`src/rtl/plpt_pkg.sv`:
```
// Shared types and constants for the piecewise linear profile table.
// No dependencies.
package plpt_pkg;
  localparam int MAX_POINTS = 64;
  localparam int IDX_W = $clog2(MAX_POINTS);
  localparam int CNT_W = $clog2(MAX_POINTS + 1);
  localparam int HGT_W = 18;
  localparam int ABS_W = 17;
  localparam int SLP_W = 42;
  localparam int OFS_W = 60;
  localparam int FRAC_SHIFT = 24;
  localparam int DIV_W = ABS_W + FRAC_SHIFT; // 41-bit dividend magnitude
  localparam logic signed [18:0] HEIGHT_MAX_Q = 19'sd160000;
  localparam logic [ABS_W-1:0] ABS_ONE_Q = 17'd65536;

  localparam logic [2:0] ST_OK = 3'd0;
  localparam logic [2:0] ST_BAD_HEIGHT = 3'd1;
  localparam logic [2:0] ST_BAD_ABS = 3'd2;
  localparam logic [2:0] ST_NOT_ASC = 3'd3;
  localparam logic [2:0] ST_FULL = 3'd4;

  localparam logic OP_ADD = 1'b0;
  localparam logic OP_QUERY = 1'b1;

  // controller to datapath
  typedef struct packed {
    logic load;       // capture input item
    logic append;     // write point, bump count
    logic div_start;  // start slope division
    logic div_step;   // one quotient bit
    logic seg_write;  // compute slope, stage 1
    logic seg_write2; // store slope and offset, stage 2
    logic scan_start; // start query scan
    logic scan_step;  // read one segment
    logic eval1;      // multiply
    logic eval2;      // add, saturate
    logic quick;      // result without a segment
    logic res_take;   // result register loaded
  } plpt_cmd_t;

  // datapath to controller
  typedef struct packed {
    logic is_query;
    logic add_ok;
    logic need_seg;
    logic div_done;
    logic quick_hit;
    logic seg_hit;
    logic scan_end;
  } plpt_sts_t;
endpackage

```
`src/rtl/plpt_ctrl.sv`:
```
// Controller state machine for the profile table.
// Depends on plpt_pkg.
module plpt_ctrl import plpt_pkg::*; (
  input  logic      clk,
  input  logic      rst_n,
  input  logic      in_fire,
  input  logic      out_free,
  input  plpt_sts_t sts,
  output plpt_cmd_t cmd,
  output logic      busy
);
  typedef enum logic [10:0] {
    S_IDLE  = 11'b00000000001,
    S_CHECK = 11'b00000000010,
    S_DIV   = 11'b00000000100,
    S_SEG1  = 11'b00000001000,
    S_SEG2  = 11'b00000010000,
    S_QRY   = 11'b00000100000,
    S_SCAN  = 11'b00001000000,
    S_EV1   = 11'b00010000000,
    S_EV2   = 11'b00100000000,
    S_WAIT  = 11'b01000000000,
    S_RD    = 11'b10000000000
  } state_t;
  state_t state_r, state_nxt;

  always_ff @(posedge clk) begin
    if (!rst_n) state_r <= S_IDLE;
    else state_r <= state_nxt;
  end

  always_comb begin
    cmd = '0;
    state_nxt = state_r;
    busy = (state_r != S_IDLE);
    unique case (state_r)
      S_IDLE: begin
        if (in_fire) begin
          cmd.load = 1'b1;
          state_nxt = S_WAIT;
        end
      end
      // wait for the result register to free up
      S_WAIT: begin
        if (out_free) state_nxt = sts.is_query ? S_QRY : S_CHECK;
      end
      S_CHECK: begin
        if (sts.add_ok) begin
          cmd.append = 1'b1;
          if (sts.need_seg) begin
            cmd.div_start = 1'b1;
            state_nxt = S_DIV;
          end else begin
            cmd.res_take = 1'b1;
            state_nxt = S_IDLE;
          end
        end else begin
          cmd.res_take = 1'b1;
          state_nxt = S_IDLE;
        end
      end
      S_DIV: begin
        cmd.div_step = 1'b1;
        if (sts.div_done) state_nxt = S_SEG1;
      end
      S_SEG1: begin
        cmd.seg_write = 1'b1;
        state_nxt = S_SEG2;
      end
      S_SEG2: begin
        cmd.seg_write2 = 1'b1;
        cmd.res_take = 1'b1;
        state_nxt = S_IDLE;
      end
      S_QRY: begin
        if (sts.quick_hit) begin
          cmd.quick = 1'b1;
          cmd.res_take = 1'b1;
          state_nxt = S_IDLE;
        end else begin
          cmd.scan_start = 1'b1;
          state_nxt = S_RD;
        end
      end
      // memory read latency slot
      S_RD: state_nxt = S_SCAN;
      S_SCAN: begin
        if (sts.seg_hit) state_nxt = S_EV1;
        else if (sts.scan_end) begin
          cmd.quick = 1'b1;
          cmd.res_take = 1'b1;
          state_nxt = S_IDLE;
        end else begin
          cmd.scan_step = 1'b1;
          state_nxt = S_RD;
        end
      end
      S_EV1: begin
        cmd.eval1 = 1'b1;
        state_nxt = S_EV2;
      end
      S_EV2: begin
        cmd.eval2 = 1'b1;
        cmd.res_take = 1'b1;
        state_nxt = S_IDLE;
      end
      default: state_nxt = S_IDLE;
    endcase
  end
endmodule

```
`config.mk`:
```
export PLATFORM = sky130hd
export DESIGN_NAME = plpt_ctrl
export DESIGN_NICKNAME = d
export VERILOG_FILES = /design/src/rtl/plpt_pkg.sv /design/src/rtl/plpt_ctrl.sv
export SDC_FILE = /design/constraint.sdc
export NUM_CORES = 1
export LEC_CHECK = 0
export BUFFER_PORTS_ARGS = -buffer_cell sky130_fd_sc_hd__buf_4
export CAP_MARGIN = 10
export CORE_UTILIZATION = 45
export DETAILED_ROUTE_END_ITERATION = 10
export GPL_TIMING_DRIVEN = 0
export PLACE_DENSITY_LB_ADDON = 0.1
export SLEW_MARGIN = 5
export SYNTH_ARGS = -nofsm -noshare
export SYNTH_HDL_FRONTEND = slang
export SYNTH_SLANG_ARGS = --single-unit
```
`constraint.sdc`:
```
create_clock -name clk -period 2.7 [get_ports clk]
set_input_delay 0.675 -clock clk [delete_from_list [all_inputs] [get_ports clk]]
set_output_delay 0.675 -clock clk [all_outputs]
set_load 0.02 [all_outputs]
```
=== Word level (Yosys, flattened, before mapping) ===
Index checks and enable logic that the tools add are counted.

* Register bits: 11
* Input bits: 11
* Output and inout port bits: 13
* Logic and storage cells: 50

* Equal/unequal tests: 15
* Mux-type cells: 32
* Reductions and logical operators: 2

{| class="wikitable"
|+ Operators with widths
! operator !! number
|-
| $pmux W11 S9 || 1
|-
| $mux W11 || 6
|-
| $mux W1 || 15
|-
| $eq A11 B1 Y1 const B || 1
|-
| $eq A11 B10 Y1 const B || 1
|-
| $eq A11 B11 Y1 const B || 1
|-
| $eq A11 B2 Y1 const B || 1
|-
| $eq A11 B3 Y1 const B || 1
|-
| $eq A11 B4 Y1 const B || 1
|-
| $eq A11 B5 Y1 const B || 1
|-
| $eq A11 B6 Y1 const B || 1
|-
| $eq A11 B7 Y1 const B || 1
|-
| $eq A11 B8 Y1 const B || 1
|-
| $eq A11 B9 Y1 const B || 1
|-
| $ne A11 B1 Y1 const B || 1
|-
| $mux W2 || 5
|-
| $mux W3 || 2
|-
| $mux W6 || 1
|-
| $ne A2 B2 Y1 const B || 3
|-
| $pmux W1 S4 || 1
|-
| $reduce_and A3 Y1 || 1
|-
| $pmux W1 S2 || 1
|-
| $reduce_or A2 Y1 || 1
|}

=== Logic depth before layout (Yosys ltp) ===
* Depth after elaboration: 3
* Mapped depth: 5
* Gate-level depth less buffers: 4

=== Least setup slack after synthesis ===
No wires, ideal clock.

* Path kind: reg2out
* Start point: register state_r[2]
* End point: output port cmd[11] (netlist name)
* Arrival: 1728 ps
* Data required time: 2025 ps
* Slack: 297 ps
* Cell stages (with the launch flop): 5
* Path buffers: 1
* Cell sequence: dfxtp_1 > clkbuf_2 > or4b_1 > or3_1 > nor2_1

{| class="wikitable"
|+ RTL lines
! what !! line !! source
|-
| start: declaration || plpt_ctrl.sv:25 || <nowiki>state_t state_r, state_nxt;</nowiki>
|-
| start signal: assignment || plpt_ctrl.sv:29 || <nowiki>else state_r <= state_nxt;</nowiki>
|-
| end: declaration || plpt_ctrl.sv:9 || <nowiki>output plpt_cmd_t cmd,</nowiki>
|}

==> results_dict.tcl <==
set metrics [dict create \
    crit_buf_inv 2 \
    total_leakage_power_nw 0.434 \
    final_nets 134 \
    clkTransAtPathRegs_ps 70 \
    hold_class "in -> reg" \
    wl_microns 1960 \
    rsz0062_at_grt "no" \
    min_from "sts[6]" \
    syn-mean-instance-area_sq_um 7.60 \
    synth_edf_count 0 \
    clockBufferDepth 2 \
    cp.arrival_ps 1930 \
    grt_start_max_net_pins 9 \
    cts_root_buf "clkbuf_4" \
    n_antenna_cell 0 \
    finalCriticalPeriod_ps 2610 \
    p_per_area_nw_per_um2 426 \
    tightest_slew_ps 476 \
    clkLatencyLatePin_ps 280 \
    postCtsSetupBuffers 0 \
    post_synth_inst_count 95 \
    syn_area_sq_um 722 \
    top_register "state_r" \
    maxSlewViolCount 0 \
    numCtsBuffers 3 \
    dr.pass1.iters 4 \
    final_hold_viol_count 0 \
    ys_async_sr_fraction 0 \
    synth_top_cell_by_area "dfxtp_1" \
    setup_tns_ps 0 \
    area_growth_syn_to_layout_pct 32.4 \
    crit_slowest_cell "or4b_4" \
    die_area_sq_um 1770 \
    avgViaCountPerCell 5.77 \
    avgRoutedWirePerCell_microns 14.2 \
    worstSetupPathType "reg -> out" \
    relSlewSlack 0.678 \
    synthTopCellsByCount "15 x nor2_1, 11 x dfxtp_1, 7 x nand2_1" \
    ir_drop_mv 0.317 \
    status "finished, final reports clean" \
    fillers 143 \
    critPathMaxFanout 8 \
    antenna_found_initial 0 \
    p_total_w 0.000407 \
    grt_overflow_total 0 \
    cp_top_family "simple AND/OR/NAND/NOR gates" \
    port_buffers 23 \
    largest_register_ffs 11 \
    track_usage 0.239 \
    syn_nets 106 \
    synth_area_leaders "dfxtp_1 31%, nor2_1 7.8%, nor4b_1 4.9%, nand2_1 3.6%, and4_1 3.6%" \
    core_area_sq_um 1510 \
    dp_hpwl_microns 1410 \
    yosysSeqAreaShare 0.305 \
    start_util 0.479 \
    setup-violations-final 0 \
    grt_pass1_vias 717 \
    start_kind "flop" \
    grt_pass1_wl_microns 3130 \
    fp-row-count 14 \
    largestRegisters "state_r (11)" \
    crit_path_end "cmd[11]" \
    cts_tree "done" \
    yosysWarnings 0 \
    yosysMostFrequentCell "nor2_1" \
    drtIter0Drc 38 \
    synth_top_area_frac 0.305 \
    fp.dieW_microns 42.1 \
    path_cells "clkbuf_1 > or4b_4 > or3_1 > nor2_1 > buf_4" \
    r2r_cells 5 \
    drive_above_1_share 0.279 \
    slowest_delay_ps 520 \
    globalplace.congestion 0.886 \
    end_kind "primary output" \
    synthFlopType "dfxtp_1" \
    vias 796 \
    cp_num_cells 5 \
    synth_seq_cells 11 \
    timing.rr.end "state_r[1]$_SDFFE_PN0P_" \
    drcViolationCount 0 \
    period_share 0.965 \
    synth_cell_types 35 \
    startpoint "state_r[3]$_SDFFE_PN0P_" \
    maxCapViolations 0 \
    skew_ps 1.58 \
    cts_max_level 1 \
    r2r-start "state_r[7]$_SDFFE_PN0P_" \
    clock-sinks 11 \
    ant_nets 0 \
    max_freq_mhz 384 \
    reg2reg_setup_slack_ps 860 \
    io_pins 24 \
    cp.required_ps 2030 \
    fp.dieH_microns 42.1 \
]
[report_power, final]
group	switching (W)	total (W)	internal [W]
Clock	0.0000622	0.000120	0.0000574
Combinational	0.0000624	0.000111	0.0000486
Sequential	0.00000820	0.000176	0.000168
Total	0.000133	0.000407	0.000274
[final cells by class]
class,count,area (sq um),area share
Multi-Input combinational cell,74,475,0.497
Sequential cell,11,220,0.230
Timing Repair Buffer,23,173,0.181
Clock buffer,4,26.3,0.0275
Buffer,5,22.5,0.0236
Tap cell,16,20.0,0.0209
Inverter,5,18.8,0.0196
[repair_timing]
action / 4_1_cts / 5_1_grt
hold endpoints to repair: 0 / 0
setup endpoints to repair: 1 / 2
hold buffers: 0 / 0
resized for setup: 1 / 2
pin swaps: 0 / 0
[cells by family after synthesis]
group | count (synthesis) | synth area share
simple gates | 56 | 0.458
compound gates | 15 | 0.144
flops | 11 | 0.305
buf+inv | 10 | 0.0572
xor+xnor | 3 | 0.0364
[per-layer routing]
metal | GRT usage | part of all wire
met4 | 0.150 | 0.023
met2 | 0.369 | 0.47
met1 | 0.321 | 0.45
met5 | 0 | 0
met3 | 0.0259 | 0.056
[worst min-delay path by stage]
stage / cells past startpoint / slack (ps) / endpoint
after floorplan: 3 / 590 / state_r[1]$_SDFFE_PN0P_
after global placement: 2 / 670 / state_r[6]$_SDFFE_PN0P_
after global routing: 2 / 550 / state_r[1]$_SDFFE_PN0P_
after detailed placement: 2 / 680 / state_r[6]$_SDFFE_PN0P_
final: 2 / 550 / state_r[1]$_SDFFE_PN0P_
after CTS: 2 / 550 / state_r[1]$_SDFFE_PN0P_
[per-stage QoR]
stage,utilization,hold slack (ps),setup slack (ps),instances,area [sq um]
2_1_floorplan,-,589,297,95,722
3_3_place_gp,0.607,669,367,134,915
3_5_place_dp,0.607,678,313,134,915
4_1_cts,0.629,547,97.0,138,947
5_1_grt,0.635,549,15.7,138,956
6_report,0.635,550,93.5,138,956
[placed cells by master (no fill, tap or decap), types with 2 or more instances in the layout]
cell,n
buf_4,23
nor2_1,15
dfxtp_1,11
nand2_1,7
inv_1,5
nand3_1,4
clkbuf_1,3
nor4_1,3
nor4b_1,3
nand4_1,3
and3_1,3
and4_1,3
o21ai_0,3
o211ai_1,3
a21oi_1,3
clkbuf_4,3
clkbuf_2,2
nand2b_1,2
or3_1,2
or4b_4,2
nor2b_1,2
xor2_1,2
Note: power is estimated with default switching activity, not from simulation.
